==> src/rtl/olist_pkg.sv <==
// Package for the ordered handle list: parameter defaults, field widths,
// action and status codes, and the token control struct passed between cells.
// No dependencies.
`default_nettype none

package olist_pkg;

  localparam int unsigned CAPACITY    = 64;
  localparam int unsigned HANDLE_BITS = 32;

  localparam int unsigned ACTION_BITS = 3;
  localparam int unsigned POS_BITS    = 6;
  localparam int unsigned FIDX_BITS   = 6;
  localparam int unsigned COUNT_BITS  = 7;
  localparam int unsigned STATUS_BITS = 2;

  localparam logic [ACTION_BITS-1:0] ACT_APPEND       = 3'd0;
  localparam logic [ACTION_BITS-1:0] ACT_READ         = 3'd1;
  localparam logic [ACTION_BITS-1:0] ACT_FIND         = 3'd2;
  localparam logic [ACTION_BITS-1:0] ACT_REMOVE_VALUE = 3'd3;
  localparam logic [ACTION_BITS-1:0] ACT_REMOVE_AT    = 3'd4;
  localparam logic [ACTION_BITS-1:0] ACT_CLEAR        = 3'd5;

  localparam logic [STATUS_BITS-1:0] ST_OK   = 2'd0;
  localparam logic [STATUS_BITS-1:0] ST_MISS = 2'd1;
  localparam logic [STATUS_BITS-1:0] ST_FULL = 2'd2;

  // Control part of the token walking down the cell row.
  typedef struct packed {
    logic valid;
    logic found;
  } tok_ctl_t;

endpackage

`default_nettype wire

==> src/rtl/olist_cell.sv <==
// One cell of the ordered handle list: holds one entry and acts on the token
// as it passes, then hands the token to the next cell. Depends on olist_pkg.
`default_nettype none

module olist_cell #(
  parameter int unsigned Capacity   = olist_pkg::CAPACITY,
  parameter int unsigned HandleBits = olist_pkg::HANDLE_BITS,
  parameter int unsigned Index      = 0
) (
  input  wire logic                                 clk_i,
  input  wire logic                                 rst_ni,
  input  wire logic                                 adv_i,
  input  wire logic [$clog2(Capacity+1)-1:0]        count_i,
  input  wire logic [olist_pkg::ACTION_BITS-1:0]    action_i,
  input  wire logic [HandleBits-1:0]                key_i,
  input  wire logic [olist_pkg::POS_BITS-1:0]       pos_i,
  input  wire logic [HandleBits-1:0]                nbr_entry_i,
  output      logic [HandleBits-1:0]                entry_o,
  input  wire olist_pkg::tok_ctl_t                  ctl_i,
  input  wire logic [$clog2(Capacity)-1:0]          fidx_i,
  input  wire logic [HandleBits-1:0]                rd_i,
  output      olist_pkg::tok_ctl_t                  ctl_o,
  output      logic [$clog2(Capacity)-1:0]          fidx_o,
  output      logic [HandleBits-1:0]                rd_o
);

  localparam int unsigned CW   = $clog2(Capacity + 1);
  localparam int unsigned IW   = $clog2(Capacity);
  localparam int unsigned CmpW = (CW > olist_pkg::POS_BITS) ? CW : olist_pkg::POS_BITS;

  localparam logic [CW-1:0]   IdxC = CW'(Index);
  localparam logic [IW-1:0]   IdxF = IW'(Index);
  localparam logic [CmpW-1:0] IdxP = CmpW'(Index);

  logic [HandleBits-1:0] entry_q, entry_d;
  olist_pkg::tok_ctl_t   ctl_q, ctl_d;
  logic [IW-1:0]         fidx_q, fidx_d;
  logic [HandleBits-1:0] rd_q, rd_d;

  logic live, at_pos, eq, hit;

  always_comb begin
    live    = IdxC < count_i;
    at_pos  = CmpW'(pos_i) == IdxP;
    eq      = entry_q == key_i;
    hit     = 1'b0;
    entry_d = entry_q;
    ctl_d   = ctl_i;
    fidx_d  = fidx_i;
    rd_d    = rd_i;
    if (ctl_i.valid) begin
      case (action_i)
        olist_pkg::ACT_APPEND: begin
          if (IdxC == count_i) entry_d = key_i;
        end
        olist_pkg::ACT_READ: begin
          hit = live && at_pos;
          if (hit) begin
            rd_d        = entry_q;
            ctl_d.found = 1'b1;
          end
        end
        olist_pkg::ACT_FIND: begin
          hit = live && !ctl_i.found && eq;
          if (hit) begin
            fidx_d      = IdxF;
            ctl_d.found = 1'b1;
          end
        end
        olist_pkg::ACT_REMOVE_VALUE: begin
          hit         = live && !ctl_i.found && eq;
          ctl_d.found = ctl_i.found | hit;
          // close the gap: pull the neighbor down before the token reaches it
          if (live && ctl_d.found) entry_d = nbr_entry_i;
        end
        olist_pkg::ACT_REMOVE_AT: begin
          hit         = live && at_pos;
          ctl_d.found = ctl_i.found | hit;
          if (live && ctl_d.found) entry_d = nbr_entry_i;
        end
        default: begin
        end
      endcase
    end
  end

  always_ff @(posedge clk_i or negedge rst_ni) begin
    if (!rst_ni) begin
      ctl_q <= '0;
    end else if (adv_i) begin
      ctl_q <= ctl_d;
    end
  end

  always_ff @(posedge clk_i) begin
    if (adv_i) begin
      entry_q <= entry_d;
      fidx_q  <= fidx_d;
      rd_q    <= rd_d;
    end
  end

  assign entry_o = entry_q;
  assign ctl_o   = ctl_q;
  assign fidx_o  = fidx_q;
  assign rd_o    = rd_q;

endmodule

`default_nettype wire

==> config.mk <==
export PLATFORM = sky130hd
export DESIGN_NAME = olist_cell
export DESIGN_NICKNAME = d
export VERILOG_FILES = /design/src/rtl/olist_pkg.sv /design/src/rtl/olist_cell.sv
export SDC_FILE = /design/constraint.sdc
export NUM_CORES = 1
export LEC_CHECK = 0
export BUFFER_PORTS_ARGS = -buffer_cell sky130_fd_sc_hd__buf_2
export CORE_MARGIN = 10
export CORE_UTILIZATION = 35
export DETAILED_ROUTE_END_ITERATION = 8
export GPL_TIMING_DRIVEN = 0
export PLACE_DENSITY = 0.69
export SLEW_MARGIN = 20
export SYNTH_ARGS = -nofsm -noshare
export SYNTH_HDL_FRONTEND = slang
export SYNTH_SLANG_ARGS = --single-unit
==> constraint.sdc <==
create_clock -name clk_i -period 9.8 [get_ports clk_i]
set_input_delay 1.96 -clock clk_i [delete_from_list [all_inputs] [get_ports clk_i]]
set_output_delay 1.96 -clock clk_i [all_outputs]
set_load 0.02 [all_outputs]
[Word-level counts from Yosys, hierarchy flattened]
Index checks and enable logic that the tools add are counted.
Cells by class
  order comparisons: 1
  equal/unequal tests: 8
  multiplexer cells: 14
  bitwise operators: 2
  reductions and logical operators: 11
Operators by type and width (count)
  $mux W32: 6
  $pmux W32 S3: 1
  $eq A32 B32 Y1: 1
  $mux W6: 3
  $logic_not A7 Y1: 1
  $lt A1 B7 Y1 const A: 1
  $eq A3 B2 Y1 const B: 2
  $logic_not A6 Y1: 1
  $ne A2 B2 Y1 const B: 3
  $reduce_and A6 Y1: 1
  $logic_and A1 B1 Y1: 5
  $pmux W1 S4: 1
  $eq A3 B1 Y1 const B: 1
  $eq A3 B3 Y1 const B: 1
  $logic_not A3 Y1: 1
  $mux W1: 3
  $reduce_bool A3 Y1: 1
  $or A1 B1 Y1: 2
  $logic_not A1 Y1: 1
Word-level totals
  bits in registers: 72
  input port bits: 123
  logic and storage cells: 41

[Longest topological paths before layout]
Gate-level depths: netlist of the first run.
  word-level depth: 7
  mapped depth: 6
  mapped depth without buffers: 5

[Least setup slack after synthesis of the first run]
Ideal clock, no wire load.
  path kind: input to register
  start point: in count_i[4]
  end point: reg entry_q[0] (netlist: entry_o[0]), enable pin
  setup time: 0.461 ns
  data arrival time: 5.403 ns
  data required time: 9.339 ns
  slack: 3.936 ns
  stages on the path: 5
  buffers on the path: 0
  cell sequence: or4_4 -> or4_4 -> nor4_1 -> nor3_1 -> nor3_1
On the way
  cells in the longest elaborated chain, start to end: 7
  elaborated cells between the ends (all ways): 13
  classes of those cells: order compare: 1; eq/ne: 3; bitwise: 2; reduce/logical: 7
Ends and longest elaborated chain
  start, declared: line olist_cell.sv:13  | input wire logic [$clog2(Capacity+1)-1:0] count_i,
  $lt A1 B7 Y1: line olist_cell.sv:43  | live = IdxC < count_i;
  $logic_and A1 B1 Y1 (2 in series): line olist_cell.sv:71  | hit = live && !ctl_i.found && eq;
  $or A1 B1 Y1: line olist_cell.sv:72  | ctl_d.found = ctl_i.found | hit;
  $logic_and A1 B1 Y1: line olist_cell.sv:74  | if (live && ctl_d.found) entry_d = nbr_entry_i;
  $ne A2 B2 Y1 (no source line)
  $reduce_and A6 Y1 (no source line) *
  end signal, assigned: line olist_cell.sv:97  | entry_q <= entry_d;
  end, declared: line olist_cell.sv:35  | logic [HandleBits-1:0] entry_q, entry_d;
Mark *: on every way between the ends. The rest lies on a longest branch, timed or not.
A chain may end at the register's enable or synchronous reset.

[Worst setup path after layout of the first run]
  start point: in key_i[14]
  end point: reg entry_q[24] (netlist: entry_o[24]), enable pin
On the way
  cells in the longest elaborated chain, start to end: 6
Ends and longest elaborated chain
  start, declared: line olist_cell.sv:15  | input wire logic [HandleBits-1:0] key_i,
  $eq A32 B32 Y1: line olist_cell.sv:45  | eq = entry_q == key_i;
  $logic_and A1 B1 Y1: line olist_cell.sv:71
  $or A1 B1 Y1: line olist_cell.sv:72
  $logic_and A1 B1 Y1: line olist_cell.sv:74
  $ne A2 B2 Y1 (no source line)
  $reduce_and A6 Y1 (no source line)
No other way between the ends.

==> results of run 1 <==
-- sequential cells by signal, indices dropped and copies added (netlist names) --
| register | count |
|---|---|
| fidx_o | 6 |
| ctl_o | 2 |
| rd_o | 32 |
| entry_o | 32 |
-- placed cells by master, fill, tap and decap left out, types with 2 or more instances in the layout --
master and n:
sky130_fd_sc_hd__xnor2_1 25, sky130_fd_sc_hd__and4_4 2, sky130_fd_sc_hd__dfrtp_1 2, sky130_fd_sc_hd__nor2b_2 7, sky130_fd_sc_hd__clkbuf_1 2, sky130_fd_sc_hd__or4_4 2
sky130_fd_sc_hd__nor4_1 5, sky130_fd_sc_hd__nor3_1 4, sky130_fd_sc_hd__mux2_2 51, sky130_fd_sc_hd__edfxtp_1 70, sky130_fd_sc_hd__clkbuf_8 9, sky130_fd_sc_hd__buf_2 200
sky130_fd_sc_hd__nor3_2 2, sky130_fd_sc_hd__o21ai_0 2, sky130_fd_sc_hd__nor2_1 5, sky130_fd_sc_hd__clkinvlp_4 2, sky130_fd_sc_hd__nand2_1 5, sky130_fd_sc_hd__bufinv_16 2
sky130_fd_sc_hd__mux2_1 13, sky130_fd_sc_hd__nand4_1 7, sky130_fd_sc_hd__buf_4 3, sky130_fd_sc_hd__xor2_1 8
-- synth_stat cells (5+ instances only) --
cell type	count
sky130_fd_sc_hd__nor2b_2	7
sky130_fd_sc_hd__nand4_1	7
sky130_fd_sc_hd__mux2_2	51
sky130_fd_sc_hd__xnor2_1	25
sky130_fd_sc_hd__nor2_1	5
sky130_fd_sc_hd__mux2_1	13
sky130_fd_sc_hd__edfxtp_1	70
sky130_fd_sc_hd__nor3_1	5
sky130_fd_sc_hd__nor4_1	5
sky130_fd_sc_hd__buf_2	6
sky130_fd_sc_hd__xor2_1	8
sky130_fd_sc_hd__nand2_1	5
-- tightest hold or removal path, cell delays in order, from the launching register on --
cell and delay, ps:
sky130_fd_sc_hd__dfrtp_1 350, sky130_fd_sc_hd__nand2b_1 60, sky130_fd_sc_hd__nand3_1 70
-- final timing paths --
path | start | to | cells past startpoint
max | key_i[14] | entry_o[24]$_DFFE_PP_ | 8
min | ctl_o[0]$_DFFE_PN0P_ | ctl_o[0]$_DFFE_PN0P_ | 2
max reg2reg | entry_o[14]$_DFFE_PP_ | entry_o[24]$_DFFE_PP_ | 7
min reg2reg | ctl_o[0]$_DFFE_PN0P_ | ctl_o[0]$_DFFE_PN0P_ | 2
max in group asynchronous | rst_ni | ctl_o[1]$_DFFE_PN0P_ | 1
min in group asynchronous | rst_ni | ctl_o[0]$_DFFE_PN0P_ | 1
-- logic make-up (layout without fill, tap and decap cells) --
family,after synthesis,after routing,share of synthesized area [%]
XOR/XNOR,33,33,8.16
multiplexers,64,64,20.3
flip-flops,72,72,60.8
AND/OR/NAND/NOR,45,45,8.83
buffers and inverters,8,222,1.06
AO/OA/AOI/OAI,4,4,0.848
-- per-layer routing --
layer	wire length [um]	vias up	track usage (%)
met4	72	0	3.85
met3	1380	5	8.19
li1	-	1285	-
met1	4290	1267	16.7
met2	5330	133	23.9
met5	0	-	0
-- power groups by stage --
stage	combinational, mW	clock, mW	sequential [mW]
finish	0.114	0.257	0.365
global route	0.125	0.277	0.367
CTS	0.117	0.264	0.365
detailed placement	0.116	0	0.372
global placement	0.114	0	0.372
floorplan	0.0351	0	0.395
-- metrics by stage --
step                      instances  total power, mW
after floorplan                 226            0.430
after global placement          553            0.485
after detailed placement        557            0.488
after CTS                       573            0.746
after global routing            573            0.769
final                           573            0.736
-- cell type report --
| type | count | area share [%] |
|---|---|---|
| multi-input cells | 146 | 27.5 |
| repair buffers | 198 | 20.4 |
| clock buffers | 10 | 2.59 |
| flip-flops and latches | 72 | 43.7 |
| plain buffers | 7 | 0.685 |
| clock inverters | 6 | 1.70 |
| inverters | 1 | 0.0761 |
| well taps | 133 | 3.38 |
==> impl_metrics.xml, run 1 <==
<?xml version="1.0" encoding="UTF-8"?>
<metrics>
  <group name="sta">
    <metric name="final_max_slew_viol_count" unit="">0</metric>
    <metric name="period_minus_slack" unit="ps">4300</metric>
    <metric name="setup_viol" unit="">0</metric>
    <metric name="final.setup.tns" unit="ps">0</metric>
    <metric name="hold_violations" unit="">0</metric>
    <metric name="rsz_0062_raised_after_global_routing" unit="">false</metric>
    <metric name="final.setup.worst_slack" unit="ps">5500</metric>
    <metric name="worst-slew-pin-transition" unit="ps">1020</metric>
    <metric name="period_share" unit="%">43.9</metric>
    <metric name="max_clock_freq" unit="GHz">0.232</metric>
    <metric name="finClkSkew" unit="ps">6.63</metric>
    <metric name="max-slew-margin-rel" unit="%">31.9</metric>
    <metric name="fin_worst_hold_slack" unit="ps">507</metric>
  </group>
  <group name="route">
    <metric name="wire_length_reported_by_the_detailed_router" unit="mm">11.1</metric>
    <metric name="num_vias" unit="">2690</metric>
    <metric name="drt-initial-drc-count" unit="">145</metric>
    <metric name="drt-vias-per-instance" unit="">4.69</metric>
    <metric name="route.detailed.drc" unit="">0</metric>
    <metric name="detail-route-antenna-nets" unit="">0</metric>
    <metric name="detail_route.first_pass.iterations" unit="">4</metric>
    <metric name="drt-wirelength-per-cell" unit="um">19.3</metric>
  </group>
  <group name="die">
    <metric name="floorplan.core_area" unit="sq mm">0.00982</metric>
    <metric name="die_width" unit="um">121</metric>
    <metric name="initial_core_util" unit="%">36.1</metric>
    <metric name="fp-row-count" unit="">36</metric>
    <metric name="floorplan.die_area" unit="sq mm">0.0145</metric>
    <metric name="die_height" unit="um">121</metric>
    <metric name="floorplan.io_pins" unit="">195</metric>
  </group>
  <group name="logic_synthesis">
    <metric name="synthCells" unit="">226</metric>
    <metric name="postSynth.topFlopCell" unit="">sky130_fd_sc_hd__edfxtp_1</metric>
    <metric name="synthesis.area" unit="sq mm">0.00354</metric>
    <metric name="synth_top_cells_by_area" unit="">sky130_fd_sc_hd__edfxtp_1 (59%), sky130_fd_sc_hd__mux2_2 (16%), sky130_fd_sc_hd__xnor2_1 (6.2%)</metric>
    <metric name="syn_nets" unit="">349</metric>
    <metric name="synth_area_per_cell" unit="sq um">15.7</metric>
    <metric name="synth_top_area_share" unit="%">59.3</metric>
    <metric name="ys_seq_area_share" unit="%">60.8</metric>
    <metric name="synth.yosys.warnings" unit="">0</metric>
    <metric name="postSynthRegisterBits" unit="">72</metric>
    <metric name="synth_top_area_cell" unit="">sky130_fd_sc_hd__edfxtp_1</metric>
    <metric name="synth_edf_count" unit="">70</metric>
    <metric name="synth.lib_cells_used.distinct" unit="">27</metric>
    <metric name="postSynth.asyncResetShare" unit="%">2.78</metric>
  </group>
  <group name="worst_setup_path">
    <metric name="timing.critical_path.to_type" unit="">register</metric>
    <metric name="reg2reg_slack" unit="ps">6770</metric>
    <metric name="worst_ep_arrival_time" unit="ps">4340</metric>
    <metric name="critical_path.max_fanout" unit="">9</metric>
    <metric name="required" unit="ps">9840</metric>
    <metric name="crit_slowest_cell" unit="">sky130_fd_sc_hd__nor4_1</metric>
    <metric name="timing.critical_path.cells" unit="">buf_2 &gt; xnor2_1 &gt; nand4_1 &gt; nor4_1 &gt; a311oi_2 &gt; nor3_2 &gt; buf_4 &gt; buf_4</metric>
    <metric name="crit_path_max_incr_delay" unit="ps">860</metric>
    <metric name="cp_top_family" unit="">simple AND/OR/NAND/NOR gates</metric>
    <metric name="path_common_cell" unit="">sky130_fd_sc_hd__buf_4</metric>
    <metric name="start_kind" unit="">input pin</metric>
    <metric name="cp.buffers_inverters" unit="">3</metric>
    <metric name="criticalPathCategory" unit="">input pin to register</metric>
  </group>
  <group name="global_routing">
    <metric name="vias_in_the_first_global_route" unit="">2950</metric>
    <metric name="global_route.usage.total" unit="%">14.8</metric>
    <metric name="grt_first_pass_wirelength" unit="mm">16.6</metric>
    <metric name="grt_remaining_overflow" unit="">0</metric>
    <metric name="grt_start_max_net_pins" unit="">44</metric>
    <metric name="antenna_found_initial" unit="">0</metric>
  </group>
  <group name="final_layout">
    <metric name="final_design_area_no_fill" unit="sq mm">0.00493</metric>
    <metric name="final_util" unit="%">50.2</metric>
    <metric name="drive_gt1_share" unit="%">64.5</metric>
    <metric name="finish.net_count" unit="">558</metric>
    <metric name="insertedDiodeCount" unit="">0</metric>
    <metric name="sequential_cell_area" unit="sq mm">0.00215</metric>
    <metric name="area.growth.synth_to_final" unit="%">39.2</metric>
    <metric name="nFillCells" unit="">920</metric>
    <metric name="multiInputGateArea" unit="sq mm">0.00136</metric>
  </group>
  <group name="power">
    <metric name="pwr-share-comb" unit="%">15.5</metric>
    <metric name="total_leakage_power" unit="nW">2.03</metric>
    <metric name="power.share.clock" unit="%">34.9</metric>
    <metric name="power.density_cell_area" unit="mW/mm^2">149</metric>
    <metric name="sequentialPowerShare" unit="%">49.6</metric>
    <metric name="cellInternalPower" unit="mW">0.554</metric>
    <metric name="ir_drop" unit="V">0.0000647</metric>
    <metric name="total_switching_power" unit="mW">0.182</metric>
    <metric name="netSwitchingFraction" unit="%">24.7</metric>
  </group>
  <group name="clocking">
    <metric name="clock_insertion_delay_worst_skew" unit="ps">340</metric>
    <metric name="tritoncts.num_buffers" unit="">9</metric>
    <metric name="path_clk_slew" unit="ps">80</metric>
    <metric name="root_buffer" unit="">sky130_fd_sc_hd__clkbuf_8</metric>
    <metric name="cts-root-to-sink-buffers" unit="">2</metric>
    <metric name="cts.htree.levels" unit="">3</metric>
    <metric name="cts_setup_buffers" unit="">0</metric>
    <metric name="cts_tree" unit="">built</metric>
    <metric name="post_cts_resized" unit="">0</metric>
    <metric name="cts.sink_count" unit="">72</metric>
    <metric name="hold_buffers" unit="">0</metric>
  </group>
  <group name="place">
    <metric name="placement_cell_area" unit="sq mm">0.00472</metric>
    <metric name="port_buffers" unit="">194</metric>
    <metric name="place_ws" unit="ps">5120</metric>
    <metric name="gp_routability_congestion" unit="">0.814</metric>
    <metric name="estimated_wirelength_of_the_detail_placed_design" unit="mm">8.87</metric>
  </group>
  <group name="outcome">
    <metric name="status" unit="">finished clean</metric>
  </group>
  <group name="hold_path">
    <metric name="hp-class" unit="">register to register</metric>
  </group>
  <group name="flow_run">
    <metric name="cap_viol_max_count" unit="">0</metric>
  </group>
</metrics>
No activity file was read; power rests on OpenSTA's default activity.
==> run 2, diff against run 1 <==
PLACE_DENSITY = 0.72   (was 0.69)
clock period = 3.7 ns   (was 9.8 ns; I/O delays follow)
==> run 2 against run 1 <==
  * First-iteration DRC count is 43% lower
  * Die area stayed put
  * Largest cell class unchanged
  * Final cell count is 0.35% lower
  * Cell area down 0.20%
  * Clock power grew to 2.6 times the previous value
  * Hold slack worse by 340 ps
  * Critical endpoint is now entry_o[22]$_DFFE_PP_
  * Core utilization is 0.10 points lower
  * Routed wire length rose by 3.9%
  * Critical path type unchanged
==> impl_metrics.xml, run 2 (synthesis gave the netlist of run 1 again) <==
<?xml version="1.0" encoding="UTF-8"?>
<metrics>
  <group name="die">
    <metric name="die_width" unit="um">121</metric>
    <metric name="initial_core_util" unit="%">36.1</metric>
    <metric name="floorplan.die_area" unit="sq mm">0.0145</metric>
    <metric name="floorplan.core_area" unit="sq mm">0.00982</metric>
    <metric name="floorplan.io_pins" unit="">195</metric>
    <metric name="fp-row-count" unit="">36</metric>
    <metric name="die_height" unit="um">121</metric>
  </group>
  <group name="global_routing">
    <metric name="grt_first_pass_wirelength" unit="mm">17.2</metric>
    <metric name="grt_remaining_overflow" unit="">0</metric>
    <metric name="antenna_found_initial" unit="">0</metric>
    <metric name="vias_in_the_first_global_route" unit="">2966</metric>
    <metric name="global_route.usage.total" unit="%">15.4</metric>
    <metric name="grt_start_max_net_pins" unit="">44</metric>
  </group>
  <group name="sta">
    <metric name="period_share" unit="%">83.3</metric>
    <metric name="setup_viol" unit="">0</metric>
    <metric name="max-slew-margin-rel" unit="%">25.8</metric>
    <metric name="final_max_slew_viol_count" unit="">0</metric>
    <metric name="max_clock_freq" unit="GHz">0.325</metric>
    <metric name="worst-slew-pin-transition" unit="ps">1100</metric>
    <metric name="period_minus_slack" unit="ps">3080</metric>
    <metric name="final.setup.worst_slack" unit="ps">619</metric>
    <metric name="rsz_0062_raised_after_global_routing" unit="">false</metric>
    <metric name="finClkSkew" unit="ps">7.64</metric>
    <metric name="fin_worst_hold_slack" unit="ps">166</metric>
    <metric name="hold_violations" unit="">0</metric>
  </group>
  <group name="clocking">
    <metric name="cts_tree" unit="">built</metric>
    <metric name="clock_insertion_delay_worst_skew" unit="ps">340</metric>
    <metric name="path_clk_slew" unit="ps">80</metric>
    <metric name="cts_setup_buffers" unit="">0</metric>
    <metric name="root_buffer" unit="">sky130_fd_sc_hd__clkbuf_8</metric>
    <metric name="cts.htree.levels" unit="">3</metric>
    <metric name="post_cts_resized" unit="">0</metric>
    <metric name="cts.sink_count" unit="">72</metric>
    <metric name="hold_buffers" unit="">0</metric>
    <metric name="cts-root-to-sink-buffers" unit="">2</metric>
    <metric name="tritoncts.num_buffers" unit="">9</metric>
  </group>
  <group name="route">
    <metric name="drt-initial-drc-count" unit="">83</metric>
    <metric name="route.detailed.drc" unit="">0</metric>
    <metric name="num_vias" unit="">2690</metric>
    <metric name="drt-wirelength-per-cell" unit="um">20.1</metric>
    <metric name="detail-route-antenna-nets" unit="">0</metric>
    <metric name="detail_route.first_pass.iterations" unit="">4</metric>
    <metric name="wire_length_reported_by_the_detailed_router" unit="mm">11.5</metric>
    <metric name="drt-vias-per-instance" unit="">4.71</metric>
  </group>
  <group name="final_layout">
    <metric name="final_util" unit="%">50.1</metric>
    <metric name="final_design_area_no_fill" unit="sq mm">0.00492</metric>
    <metric name="mostFrequentLayoutCell" unit="">sky130_fd_sc_hd__buf_2</metric>
    <metric name="area.growth.synth_to_final" unit="%">38.9</metric>
    <metric name="insertedDiodeCount" unit="">0</metric>
    <metric name="final_cell_mix" unit="">sky130_fd_sc_hd__buf_2 (200), sky130_fd_sc_hd__edfxtp_1 (70), sky130_fd_sc_hd__mux2_2 (51)</metric>
    <metric name="finish.net_count" unit="">556</metric>
    <metric name="drive_gt1_share" unit="%">63.7</metric>
  </group>
  <group name="worst_setup_path">
    <metric name="start_kind" unit="">input pin</metric>
    <metric name="timing.critical_path.to_type" unit="">register</metric>
    <metric name="critical_path.max_fanout" unit="">14</metric>
    <metric name="criticalPathCategory" unit="">input pin to register</metric>
    <metric name="timing.critical_path.cells" unit="">buf_2 &gt; xnor2_1 &gt; nand4_1 &gt; nor4_1 &gt; a311oi_2 &gt; nor3_4 &gt; buf_6</metric>
    <metric name="crit_path_max_incr_delay" unit="ps">970</metric>
    <metric name="reg2reg_slack" unit="ps">680</metric>
    <metric name="crit_slowest_cell" unit="">sky130_fd_sc_hd__nor4_1</metric>
    <metric name="required" unit="ps">3740</metric>
    <metric name="worst_ep_arrival_time" unit="ps">3120</metric>
  </group>
  <group name="power">
    <metric name="ir_drop" unit="V">0.000187</metric>
    <metric name="power.density_cell_area" unit="mW/mm^2">394</metric>
    <metric name="total_leakage_power" unit="nW">2.02</metric>
  </group>
  <group name="outcome">
    <metric name="status" unit="">finished clean</metric>
  </group>
  <group name="flow_run">
    <metric name="cap_viol_max_count" unit="">0</metric>
  </group>
  <group name="hold_path">
    <metric name="hp-class" unit="">input pin to async pin</metric>
  </group>
  <group name="place">
    <metric name="placement_cell_area" unit="sq mm">0.00472</metric>
    <metric name="gp_routability_congestion" unit="">0.829</metric>
    <metric name="estimated_wirelength_of_the_detail_placed_design" unit="mm">9.15</metric>
    <metric name="place_ws" unit="ps">208</metric>
    <metric name="port_buffers" unit="">194</metric>
  </group>
</metrics>
run 2: changes by cell type in the layout (fill, tap and decap cells not counted), sizes merged:
cell      delta
buf          -2
clkbuf       +1
clkinvlp     -2
clkinv       +1
run 2: power by group:
part	internal [mW]	switching (mW)	total, mW
logic	0.142	0.165	0.306
registers	0.950	0.0179	0.968
clock network	0.374	0.291	0.665
run 2: worst max-delay path, delay by kind of cell:
family | cells | cell delay (ps)
buf+inv | 2 | 360
xor+xnor | 1 | 170
compound gates | 1 | 280
simple gates | 3 | 1570
run 2: path summary, 6_finish.rpt:
kind                                      startpoint                    end  cells after the start
worst min-delay path                          rst_ni   ctl_o[1]$_DFFE_PN0P_                      1
worst min register to register  ctl_o[0]$_DFFE_PN0P_   ctl_o[0]$_DFFE_PN0P_                      2
worst max register to register  entry_o[5]$_DFFE_PP_  entry_o[22]$_DFFE_PP_                      6
worst max-delay path                       key_i[14]  entry_o[22]$_DFFE_PP_                      7
min in group clk_i              ctl_o[0]$_DFFE_PN0P_   ctl_o[0]$_DFFE_PN0P_                      2
max in group asynchronous                     rst_ni   ctl_o[0]$_DFFE_PN0P_                      1
run 2: through the flow:
stage,std cells,power [mW],setup TNS [ps]
after floorplan,226,1.14,0
after global routing,571,2.03,0
final,571,1.94,0
after global placement,553,1.29,-42580
after detailed placement,555,1.30,0
after CTS,571,1.97,0
run 2: area by class of cell:
cell class              count  area (sq um)
inverters                   1          3.75
fillers                   950          4900
multi-input cells         146          1360
well taps                 133           166
clock inverters             5          71.3
plain buffers               7          33.8
flip-flops and latches     72          2150
repair buffers            196           997
clock buffers              11           131
run 2: routing by layer:
layer  track usage, %  part of all wire (%)  vias up
met2             25.3                    48      144
met4             5.43                   1.3        0
met1             17.1                    39     1251
met5                0                     0        -
met3             7.21                    12       12
li1                 -                     -     1283
